[src/h3fd_pkg.sv]
package h3fd_pkg;

	localparam int unsigned VARINT_W = 62;

	localparam logic [5:0] VARINT_HEAD_MASK = 6'h3F;

	typedef enum logic [1:0] {
		PH_TYPE = 2'd0,
		PH_LEN  = 2'd1,
		PH_PAY  = 2'd2
	} phase_t;

	localparam logic [1:0] KIND_DATA    = 2'd0;
	localparam logic [1:0] KIND_HEADERS = 2'd1;
	localparam logic [1:0] KIND_UNKNOWN = 2'd2;

	localparam logic [1:0] ST_OK            = 2'd0;
	localparam logic [1:0] ST_TRUNC_PAYLOAD = 2'd1;
	localparam logic [1:0] ST_TRUNC_VARINT  = 2'd2;

	typedef logic [VARINT_W-1:0] varint_t;

	typedef struct packed {
		logic [7:0] payload_byte;
		logic       payload_valid;
		logic [1:0] frame_kind;
		varint_t    frame_type;
		logic       frame_end;
		logic       end_of_stream;
		logic [1:0] end_status;
	} result_t;

	function automatic logic [1:0] kind_of(input varint_t t);
		logic [1:0] k;
		if (t == varint_t'(0)) begin
			k = KIND_DATA;
		end else if (t == varint_t'(1)) begin
			k = KIND_HEADERS;
		end else begin
			k = KIND_UNKNOWN;
		end
		return k;
	endfunction

	// bytes after the first one, from the two size bits
	function automatic logic [2:0] varint_extra(input logic [1:0] sz);
		logic [2:0] n;
		case (sz)
			2'd0: n = 3'd0;
			2'd1: n = 3'd1;
			2'd2: n = 3'd3;
			2'd3: n = 3'd7;
			default: n = 3'd0;
		endcase
		return n;
	endfunction

endpackage

[src/h3fd_parser.sv]
module h3fd_parser
	import h3fd_pkg::*;
(
	input  logic       clk,
	input  logic       arst_n,
	input  logic       step,
	input  logic [7:0] in_byte,
	input  logic       in_last,
	output logic       emit,
	output result_t    res
);

	phase_t     phase_q, phase_p, phase_d;
	logic [2:0] left_q, left_p, left_d;
	varint_t    acc_q, acc_p, acc_d;
	varint_t    type_q, type_p, type_d;
	varint_t    rem_q, rem_p, rem_d;

	logic [2:0] feed_left;
	varint_t    feed_acc;
	logic       feed_done;
	varint_t    rem_dec;
	logic       rem_zero;
	logic [1:0] kind_cur;

	always_comb begin
		if (left_q == 3'd0) begin
			feed_acc  = {{(VARINT_W-6){1'b0}}, in_byte[5:0] & VARINT_HEAD_MASK};
			feed_left = varint_extra(in_byte[7:6]);
		end else begin
			feed_acc  = {acc_q[VARINT_W-9:0], in_byte};
			feed_left = left_q - 3'd1;
		end
	end

	assign feed_done = (feed_left == 3'd0);
	assign rem_dec   = rem_q - varint_t'(1);
	assign rem_zero  = (rem_dec == varint_t'(0));
	assign kind_cur  = kind_of(type_q);

	// next state
	always_comb begin
		phase_p = phase_q;
		left_p  = left_q;
		acc_p   = acc_q;
		type_p  = type_q;
		rem_p   = rem_q;
		case (phase_q)
			PH_PAY: begin
				rem_p = rem_dec;
				if (rem_zero) begin
					phase_p = PH_TYPE;
				end
			end
			PH_LEN: begin
				left_p = feed_left;
				acc_p  = feed_acc;
				if (feed_done) begin
					rem_p = feed_acc;
					acc_p = '0;
					if (feed_acc == varint_t'(0)) begin
						phase_p = PH_TYPE;
					end else begin
						phase_p = PH_PAY;
					end
				end
			end
			PH_TYPE: begin
				left_p = feed_left;
				acc_p  = feed_acc;
				if (feed_done) begin
					type_p  = feed_acc;
					acc_p   = '0;
					phase_p = PH_LEN;
				end
			end
			default: begin
				phase_p = PH_TYPE;
			end
		endcase

		if (in_last) begin
			phase_d = PH_TYPE;
			left_d  = '0;
			acc_d   = '0;
			type_d  = '0;
			rem_d   = '0;
		end else begin
			phase_d = phase_p;
			left_d  = left_p;
			acc_d   = acc_p;
			type_d  = type_p;
			rem_d   = rem_p;
		end
	end

	// outputs
	always_comb begin
		emit = 1'b0;
		res  = '0;
		case (phase_q)
			PH_PAY: begin
				if (kind_cur != KIND_UNKNOWN) begin
					emit              = 1'b1;
					res.payload_byte  = in_byte;
					res.payload_valid = 1'b1;
				end
				if (rem_zero) begin
					emit          = 1'b1;
					res.frame_end = 1'b1;
				end
				if (emit) begin
					res.frame_kind = kind_cur;
					res.frame_type = type_q;
				end
			end
			PH_LEN: begin
				if (feed_done && feed_acc == varint_t'(0)) begin
					emit           = 1'b1;
					res.frame_end  = 1'b1;
					res.frame_kind = kind_cur;
					res.frame_type = type_q;
				end
			end
			default: begin
				emit = 1'b0;
			end
		endcase

		if (in_last) begin
			emit              = 1'b1;
			res.end_of_stream = 1'b1;
			if (phase_p == PH_TYPE && left_p == 3'd0) begin
				res.end_status = ST_OK;
			end else if (phase_p == PH_PAY) begin
				res.end_status = ST_TRUNC_PAYLOAD;
			end else begin
				res.end_status = ST_TRUNC_VARINT;
			end
		end
	end

	always_ff @(posedge clk or negedge arst_n) begin
		if (!arst_n) begin
			phase_q <= PH_TYPE;
			left_q  <= '0;
			acc_q   <= '0;
			type_q  <= '0;
			rem_q   <= '0;
		end else if (step) begin
			phase_q <= phase_d;
			left_q  <= left_d;
			acc_q   <= acc_d;
			type_q  <= type_d;
			rem_q   <= rem_d;
		end
	end

endmodule

[src/http3_frame_deframer_core.sv]
// Takes one stream byte per clock unless held off, and gives at most one result per
// byte, held first in the input register and then in the result register. Type
// and length varints, payload counting and stream-end status are worked out in
// a single pass between those two registers, so a byte can be
// accepted every cycle; input is held off only while the result register holds a
// transaction that the consumer has not yet taken. Bytes that give no result
// (varint bytes, skipped payload) leave no trace on the output.
module http3_frame_deframer_core
	import h3fd_pkg::*;
(
	input  logic       clk,
	input  logic       arst_n,
	input  logic       in_valid,
	output logic       in_ready,
	input  logic [7:0] byte_in,
	input  logic       stream_end,
	output logic       out_valid,
	input  logic       out_ready,
	output logic [7:0] payload_byte,
	output logic       payload_valid,
	output logic [1:0] frame_kind,
	output varint_t    frame_type,
	output logic       frame_end,
	output logic       end_of_stream,
	output logic [1:0] end_status
);

	logic       valid_s1;
	logic [7:0] byte_s1;
	logic       last_s1;
	logic       out_free;
	logic       advance;
	logic       emit;
	result_t    res;
	logic       out_valid_q;
	result_t    res_q;

	assign out_free = !out_valid_q || out_ready;
	assign advance  = valid_s1 && out_free;
	assign in_ready = !valid_s1 || out_free;

	always_ff @(posedge clk or negedge arst_n) begin
		if (!arst_n) begin
			valid_s1 <= 1'b0;
		end else if (in_valid && in_ready) begin
			valid_s1 <= 1'b1;
		end else if (advance) begin
			valid_s1 <= 1'b0;
		end
	end

	always_ff @(posedge clk) begin
		if (in_valid && in_ready) begin
			byte_s1 <= byte_in;
			last_s1 <= stream_end;
		end
	end

	h3fd_parser u_parser (
		.clk     (clk),
		.arst_n  (arst_n),
		.step    (advance),
		.in_byte (byte_s1),
		.in_last (last_s1),
		.emit    (emit),
		.res     (res)
	);

	always_ff @(posedge clk or negedge arst_n) begin
		if (!arst_n) begin
			out_valid_q <= 1'b0;
		end else if (advance) begin
			out_valid_q <= emit;
		end else if (out_ready) begin
			out_valid_q <= 1'b0;
		end
	end

	always_ff @(posedge clk) begin
		if (advance) begin
			res_q <= res;
		end
	end

	assign out_valid     = out_valid_q;
	assign payload_byte  = res_q.payload_byte;
	assign payload_valid = res_q.payload_valid;
	assign frame_kind    = res_q.frame_kind;
	assign frame_type    = res_q.frame_type;
	assign frame_end     = res_q.frame_end;
	assign end_of_stream = res_q.end_of_stream;
	assign end_status    = res_q.end_status;

endmodule

[config.mk]
export PLATFORM = sky130hd
export DESIGN_NAME = http3_frame_deframer_core
export DESIGN_NICKNAME = d
export VERILOG_FILES = /design/src/h3fd_pkg.sv /design/src/h3fd_parser.sv /design/src/http3_frame_deframer_core.sv
export SDC_FILE = /design/constraint.sdc
export NUM_CORES = 1
export LEC_CHECK = 0
export ABC_AREA = 1
export BUFFER_PORTS_ARGS = -buffer_cell sky130_fd_sc_hd__clkbuf_2
export CAP_MARGIN = 10
export CORE_UTILIZATION = 27
export DETAILED_ROUTE_END_ITERATION = 7
export PLACE_DENSITY = 0.48
export SYNTH_ARGS = -nofsm -noshare
export SYNTH_HDL_FRONTEND = slang
export SYNTH_SLANG_ARGS = --single-unit
[constraint.sdc]
create_clock -name clk -period 7.7 [get_ports clk]
set_input_delay 1.54 -clock clk [delete_from_list [all_inputs] [get_ports clk]]
set_output_delay 1.54 -clock clk [all_outputs]
set_load 0.05 [all_outputs]
* Yosys cells after proc, flatten, opt, wreduce, memory -nomap -nowiden
Index checks and enable logic that the tools add are counted.
** Word-level totals
- Register bits after elaboration :: 271
- Input bits :: 13
- Output and inout bits :: 79
** Operators by class
- Add/subtract/negate cells :: 2
- Equal/unequal tests :: 9
- Muxes and demuxes :: 39
- Bitwise gates (word level) :: 1
- Reduce and logical (&&, ||, !) cells :: 29
** Operators by type and width (count)
- two-way mux 62 bit :: 5
- logical NOT 62 bit :: 3
- two-way mux 54 bit :: 3
- one-hot mux 65 bit (2 select lines) :: 1
- one-hot mux 62 bit (2 select lines) :: 1
- two-way mux 65 bit :: 1
- two-way mux 64 bit :: 1
- equality test 62 x 1 -> 1 bit (second input constant) :: 1
- subtractor 62 x 1 -> 62 bit (second input constant) :: 1
- two-way mux 2 bit :: 9
- two-way mux 3 bit :: 4
- one-hot mux 3 bit (4 select lines) :: 1
- two-way mux 1 bit :: 11
- nonzero test 2 bit :: 5
- logical NOT 3 bit :: 3
- equality test 2 bit (second input constant) :: 4
- logical NOT 2 bit :: 3
- one-hot mux 2 bit (3 select lines) :: 1
- AND reduction 3 bit :: 2
- equality test 2 x 1 -> 1 bit (second input constant) :: 2
- logical AND 1 bit :: 4
- AND reduction 2 bit :: 2
- OR reduction 2 bit :: 2
- inequality test 3 x 2 -> 1 bit (second input constant) :: 1
- 7 further kinds :: 9

* Logic depth before layout (Yosys ltp)
Gate-level depths: netlist of the first run.
- Word-level depth :: 10
- Gate-level depth with buffers :: 22
- Gate-level depth less buffers :: 21

* Modules after synthesis
From an unflattened synthesis of the first run, not the netlist that was laid out.
** Second synthesis, totals
- Cells, all modules :: 1784
- Area, all modules :: 13938.4 um^2
** Modules (own cells, without submodules)
- h3fd_parser :: instances 1, cells an instance 1686, area an instance 11258.3 um^2
- http3_frame_deframer_core :: instances 1, cells an instance 98, area an instance 2680.1 um^2

* Least setup slack after synthesis of the first run
Ideal clock, no wire load.
- Path kind :: input port to flip-flop
- Start point :: input out_ready
- End point :: register u_parser.left_q[0]
- Arrival time :: 3.851 ns
- Data required time :: 7.584 ns
- Slack :: 3.734 ns
- Stages :: 6
- Path buffers :: 0
- Cells stage by stage :: inv_1 > nand2_1 > nand2_1 > inv_1 > nand2_1 > o22ai_1
** Between the ends
- Cells in the longest elaborated chain, start to end :: 2
** RTL lines
- start: declaration :: RTL line http3_frame_deframer_core.sv:18 : input logic out_ready,
- logical OR 1 bit :: RTL line http3_frame_deframer_core.sv:38 : assign out_free = !out_valid_q || out_ready;
- logical AND 1 bit :: RTL line http3_frame_deframer_core.sv:39 : assign advance = valid_s1 && out_free;
- named net advance :: RTL line http3_frame_deframer_core.sv:32 : logic advance;
- end signal: assignment :: RTL line h3fd_parser.sv:152 : left_q <= left_d;
- end: declaration :: RTL line h3fd_parser.sv:14 : logic [2:0] left_q, left_p, left_d;
The timed path passes the listed nets, and every way through them passes these cells.
A chain may end at the register's enable or synchronous reset.

* Worst setup path in the final report of the first run
- Start point :: register u_parser.left_q[0]
- End point :: register u_parser.rem_q[31]
** Between the ends
- Cells in the longest elaborated chain, start to end :: 5
- Elaborated cells on any way between the ends :: 10
** RTL lines
- subtractor 3 x 1 -> 3 bit or logical NOT 3 bit (tied branches) :: RTL line h3fd_parser.sv:32, h3fd_parser.sv:27
- two-way mux 3 bit or two-way mux 62 bit (tied branches) :: RTL line h3fd_parser.sv:27 : if (left_q == 3'd0) begin
- logical NOT 3 bit or two-way mux 62 bit (tied branches) :: RTL line h3fd_parser.sv:36, h3fd_parser.sv:58
- inequality test 3 x 2 -> 1 bit (no source line) or one-hot mux 62 bit (2 select lines) (tied branches)
- AND reduction 3 bit (no source line) or two-way mux 62 bit (tied branches)
- end signal: assignment :: RTL line h3fd_parser.sv:155 : rem_q <= rem_d;
- end: declaration :: RTL line h3fd_parser.sv:17 : varint_t rem_q, rem_p, rem_d;
Several ways; a longest one is shown, not always the timed one. The select of a mux whose other input is x is not followed.

==> results of run 1 <==
## registers in the layout (all words and copies together), names as in the netlist
name              count
end_of_stream         1
u_parser.type_q      62
last_s1               1
u_parser.acc_q       54
valid_s1              1
payload_valid         1
out_valid             1
end_status            2
u_parser.rem_q       62
payload_byte          8
u_parser.phase_q      2
frame_kind            2
byte_s1               8
u_parser.left_q       3
frame_end             1
frame_type           62
## kinds of logic after synthesis
| family | synth area share, % |
|---|---|
| adders and majority gates | 0.679 |
| AOI/OAI and AO/OA | 13.6 |
| xor gates and xnor gates | 0.824 |
| DFF | 48.9 |
| and+or+nand+nor | 26.9 |
| buffers and inverters | 9.02 |
## cell type report
class | instances | area, um2
Tap cell | 696 | 871
Clock buffer | 48 | 923
Fill cell | 5783 | 37000
Inverter | 258 | 970
Multi-Input combinational cell | 1287 | 6230
Timing Repair Buffer | 105 | 582
Sequential cell | 271 | 7210
Clock inverter | 14 | 144
## per-layer routing
| metal | routed length (um) | track usage (%) |
|---|---|---|
| met5 | 0 | 0 |
| met4 | 1400 | 5.21 |
| met3 | 3300 | 3.40 |
| met2 | 22900 | 28.7 |
| met1 | 24900 | 27.6 |
## power breakdown
part / leakage (nW) / total, mW / internal, mW / switching [mW]
clock: 0.523 / 1.58 / 0.912 / 0.669
combinational: 3.61 / 3.42 / 0.900 / 2.52
sequential: 3.40 / 1.90 / 1.71 / 0.187
## worst reg2reg max path, stage by stage, from the launching register on
cell and delay [ns]:
dfrtp_1 0.36, inv_1 0.15, ha_1 0.17, inv_1 0.06, nor2_4 0.07, buf_4 0.44
nand2_1 0.15, o21ai_0 0.15, nor2_1 0.12, nand2_2 0.06, buf_4 0.52, nand2_1 0.16
o21ai_1 0.16, buf_4 0.21, nor2_2 0.04, buf_4 0.26, inv_1 0.42, buf_4 0.41
a21oi_1 0.09, nand2_1 0.08, o21ai_0 0.08
## metrics by stage
| step | hold slack, ns | utilization [%] |
|---|---|---|
| 3_5_place_dp | 0.500 | 29.4 |
| 4_1_cts | 0.523 | 31.4 |
| 5_1_grt | 0.541 | 31.4 |
| 6_report | 0.517 | 31.4 |
| 2_1_floorplan | 0.463 | - |
| 3_3_place_gp | 0.489 | 29.4 |
## worst max path at each step
stage	startpoint	endpoint	slack, ns	depth (start not counted)
3_3_place_gp	u_parser.left_q[0]	u_parser.rem_q[31]	3.59	20
2_1_floorplan	out_ready	u_parser.left_q[0]	3.73	6
4_1_cts	u_parser.left_q[0]	u_parser.rem_q[31]	3.45	20
5_1_grt	u_parser.left_q[0]	u_parser.rem_q[31]	3.12	20
6_report	u_parser.left_q[0]	u_parser.rem_q[31]	3.40	20
3_5_place_dp	u_parser.left_q[0]	u_parser.rem_q[31]	3.50	20
## cell usage in the layout, fill, tap and decap left out, types with 24 or more instances in the layout
master and count:
o21ai_0 186, dfrtp_1 185, clkbuf_2 90, a21oi_2 58, inv_1 244, nand4_1 28, edfxtp_1 86, a21oi_1 26
o22ai_1 48, nor4_1 24, clkbuf_16 34, nand3_1 131, nor2_1 312, nand2_1 379
==> metrics.txt, run 1 <==
drt total wl between 50000 and 60000 um; gpl congestion just under 1; CP Capture Type flip-flop; syn nets 1918; PortBufs 91; FMAX approximately 230 MHz; FF-to-FF End u_parser.rem_q[31]; clk root buf clkbuf_16; Iter 0 DRT Violations between 1000 and 1500; Avg WL per Cell a little under 20 um; hold crit path type reg2reg; area leader, netlist dfrtp_1; Final Hold Vio Count 0; DP Worst Slack 3.50 ns; hpwl dp 38000 um; status completed; worst endpoint required time 8.10 ns; slowest CP cell buf_4; family with the most delay on the worst path buffers and inverters; Remaining Overflow, GRT 0; Antenna Nets Post-Route 0; hold_buf cts 0; Boundary Pins 92; Mean Syn Cell Area 7.77 um2; clk sinks 271; critical path's most frequent cell buf_4; number of flops mapped to enable cells by yosys 86; synth unique cells 42; number of global-route vias before repair roughly 13000; R2R depth 20; post-route minimum period 4.30 ns; # resized after CTS 0; Layout Skew 0.0222 ns; final-report max-slew violation count 0; Rows 85; clk_lat worst skew 0.56 ns; dpl cells 2617; starting density of the core 27.3%; reg-to-reg setup timing slack 3.40 ns; number of setup buffers added after CTS 0; Seq/Total Area, Yosys 48.9%; highest fanout seen on the critical path 60; Mapped Cells between 1500 and 2000; unrepaired setup endpoints after global routing false; dpl cell area 15900 um2; Final Cell Area 16900 um2; WP data arrival about 4.7 ns; area grow syn2layout 14.9%; routed vias 13200; top-count cell post-synth nand2_1; Ys Warns 0; Post-Syn Area 14700 um2; largest net degree at the start of global routing between 100 and 150; Final Instance Count excl. Fillers 2679; Worst Hold Depth 2; setup TNS 0 ns; clock-pin slew on the worst setup and hold paths 0.06 ns; Die Y 236 um; Pwr Total 6.90 mW; CTS tree built; top-area cell type share of the netlist area 31.4%; Layout Nets 1978; WS Path Type reg2reg; Max Cap Viol 0; worst reg2reg path startpoint u_parser.left_q[0]; Worst Hold Launch valid_s1; vias per cell 4.94; Final setup viols 0; Worst slew margin 27.4%; synth cell count leaders nand2_1, nor2_1, inv_1, o21ai_0, dfrtp_1; Worst-Margin Slew around 1.1 ns; Yosys reg bits roughly 270; H-tree depth 2; Die Area 55500 um2; GRT Total Usage 19.0%; setup slack after layout roughly 3.4 ns; Initial DRT Pass Iterations 5; antenna fix cells 0; Pwr Density about 400 nW/um2; Worst Setup Start Kind flip-flop; period utilisation layout 55.8%; share of cells above drive strength 1 about an eighth; Worst VDD drop 0.142 mV; initial antenna violation count 0; first-pass GRT wire length 80700 um; Die W 236 um; slowest cell delay on critical path ~0.52 ns; worst path cell trace inv_1, ha_1, inv_1, nor2_4, buf_4, nand2_1, o21ai_0, nor2_1, nand2_2, buf_4, nand2_1, o21ai_1, buf_4, nor2_2, buf_4, inv_1, buf_4, a21oi_1, nand2_1, o21ai_0; CP bufs+invs 8; FFs w/ async S/R, synth between 60 and 70%; Core Box Area 53900 um2; Post-synth top flop dfrtp_1; hold endpoint out_valid; drt drc 0; CTS max path bufs 3; leakage power total 7.53 nW; synth top area cells dfrtp_1, edfxtp_1, nand2_1, nor2_1, o21ai_0; Num CTS Buffers 34
Power figures use the tool's default switching activity.
==> run 2: changes to the inputs <==
Settings changed: PLACE_DENSITY 0.48 to 0.49.
Clock period 7.7 ns to 3.5 ns, I/O delays scaled along.
==> run 2 against run 1 <==
Net effect: count of clock-buffer cells in the layout shrank 5; register-to-register slack lost 3.2 ns; first-iteration DRC count shrank 4.7%; sequential power grew 120%; routed wire length grew 0.80%; critical path type unchanged; largest cell class unchanged.
==> metrics.txt, run 2 (same netlist as run 1, synthesis figures left out) <==
status completed; WS Path Type reg2reg; worst endpoint required time between 3 and 4 ns; highest fanout seen on the critical path 7; starting density of the core 27.3%; Remaining Overflow, GRT 0; Layout Nets 2021; Num CTS Buffers 34; dpl cell area 16300 um2; WP data arrival roughly 3.6 ns; Worst-Margin Slew 0.817 ns; antenna fix cells 0; clk sinks 271; GRT Total Usage a little under a fifth; Layout Skew between 0.015 and 0.02 ns; CP Capture Type flip-flop; hold slack roughly 0.19 ns; reg-to-reg setup timing slack 0.23 ns; routed vias 13300; FILL cells 5697; CTS max path bufs 3; share of cells above drive strength 1 15.0%; Final Cell Area 17400 um2; FMAX 305 MHz; Final setup viols 0; Die W ~240 um; PortBufs 91; drt total wl 52800 um; unrepaired setup endpoints after global routing false; dpl cells 2655; setup TNS 0 ns; initial antenna violation count 0; Final Hold Vio Count 0; hold crit path type in2async; first-pass GRT wire length 80300 um; Core Box Area 53900 um2; vias per cell 4.89; gpl congestion between 0.9 and 1; Avg WL per Cell 19.4 um; Max Cap Viol 0; Die Area 55500 um2; Antenna Nets Post-Route 0; Worst VDD drop ~0.33 mV; Worst slew margin about 46%; period utilisation layout 93.5%; Pwr Density 904 nW/um2; final-report max-slew violation count 0; area grow syn2layout 18.4%; Die Y roughly 240 um; Final Instance Count excl. Fillers about 2700; Pwr Total about 16 mW; largest net degree at the start of global routing 80; Iter 0 DRT Violations about 1300; commonest non-fill, non-tap cells in the layout nand2_1, nor2_1, inv_1; hpwl dp 40000 um; leakage power total 7.80 nW; H-tree depth 2; clk root buf clkbuf_16; post-route minimum period 3.27 ns; CTS tree built; Worst Setup Start Kind flip-flop; number of global-route vias before repair 13000; hold_buf cts 0; clk_lat worst skew 0.54 ns; clock-pin slew on the worst setup and hold paths 0.06 ns; drt drc 0; Rows 85; Initial DRT Pass Iterations 5; commonest non-fill, non-tap cell in the layout nand2_1; Boundary Pins slightly above 90
## run 2: changes by cell type in the layout (fill, tap and decap cells not counted), moves of 2 or more
| cell | previous run | this run |
|---|---|---|
| buf_12 | 1 | 11 |
| clkinvlp_4 | 0 | 4 |
| clkinv_4 | 2 | 0 |
| buf_4 | 13 | 45 |
| clkinv_1 | 7 | 9 |
| clkbuf_1 | 12 | 7 |
| inv_6 | 2 | 0 |
## run 2: what timing repair did
item | in CTS | in global routing
gates resized for setup | 0 | 6
setup buffers | 0 | 4
endpoints found under the setup margin | 0 | 67
## run 2: power breakdown
group          switching, mW  leakage [nW]  total, mW  internal [mW]
clock                   1.45         0.533       3.54           2.09
sequential             0.440          3.40       4.21           3.77
combinational           5.71          3.86       8.02           2.31
## run 2: metrics by stage
step                worst slack, ns  util, %
global placement              0.167     30.1
global route                 0.0210     32.4
detailed placement            0.115     30.1
finish                        0.227     32.4
CTS                          0.0937     32.2
floorplan                     0.374        -
## run 2: area by class of cell
type / count / area [um2] / area share [%]
repair buffers: 147 / 1020 / 5.86
clock buffers: 43 / 916 / 5.25
multi-input cells: 1288 / 6250 / 35.8
well taps: 696 / 871 / 4.99
clock inverters: 19 / 198 / 1.13
inverters: 258 / 972 / 5.57
flip-flops and latches: 271 / 7210 / 41.3
## run 2: per-layer routing
metal / global-route usage (%) / up-vias / routed length (um)
li1: - / 6406 / -
met4: 7.72 / 0 / 1930
met2: 28.8 / 361 / 23200
met1: 26.8 / 6456 / 25000
met3: 2.94 / 82 / 2650
met5: 0 / - / 0
## run 2: path summary, 6_finish.rpt
kind,cells after the start,from,endpoint
max,19,u_parser.rem_q[0],end_status[1]
min,1,arst_n,u_parser.rem_q[49]
max reg2reg,19,u_parser.rem_q[0],end_status[1]
min reg2reg,2,u_parser.acc_q[49],u_parser.acc_q[49]
max in group asynchronous,2,arst_n,u_parser.rem_q[33]
min in group clk,1,byte_in[3],byte_s1[3]
## run 2: critical path, stage by stage, from the launching register on
cell and delay (ns):
dfrtp_1 0.39, inv_1 0.21, ha_4 0.24, nand2_2 0.12, nor2_8 0.21, nand2_2 0.13, nor2_2 0.26, nor2_1 0.09
nor2_1 0.24, nand3_1 0.12, nor2_1 0.17, nand3_1 0.10, nor2_1 0.12, nand2_1 0.19, nand2_1 0.10, nand2_1 0.07
nand2_1 0.08, inv_1 0.04, nor2_1 0.09, nor2_1 0.05
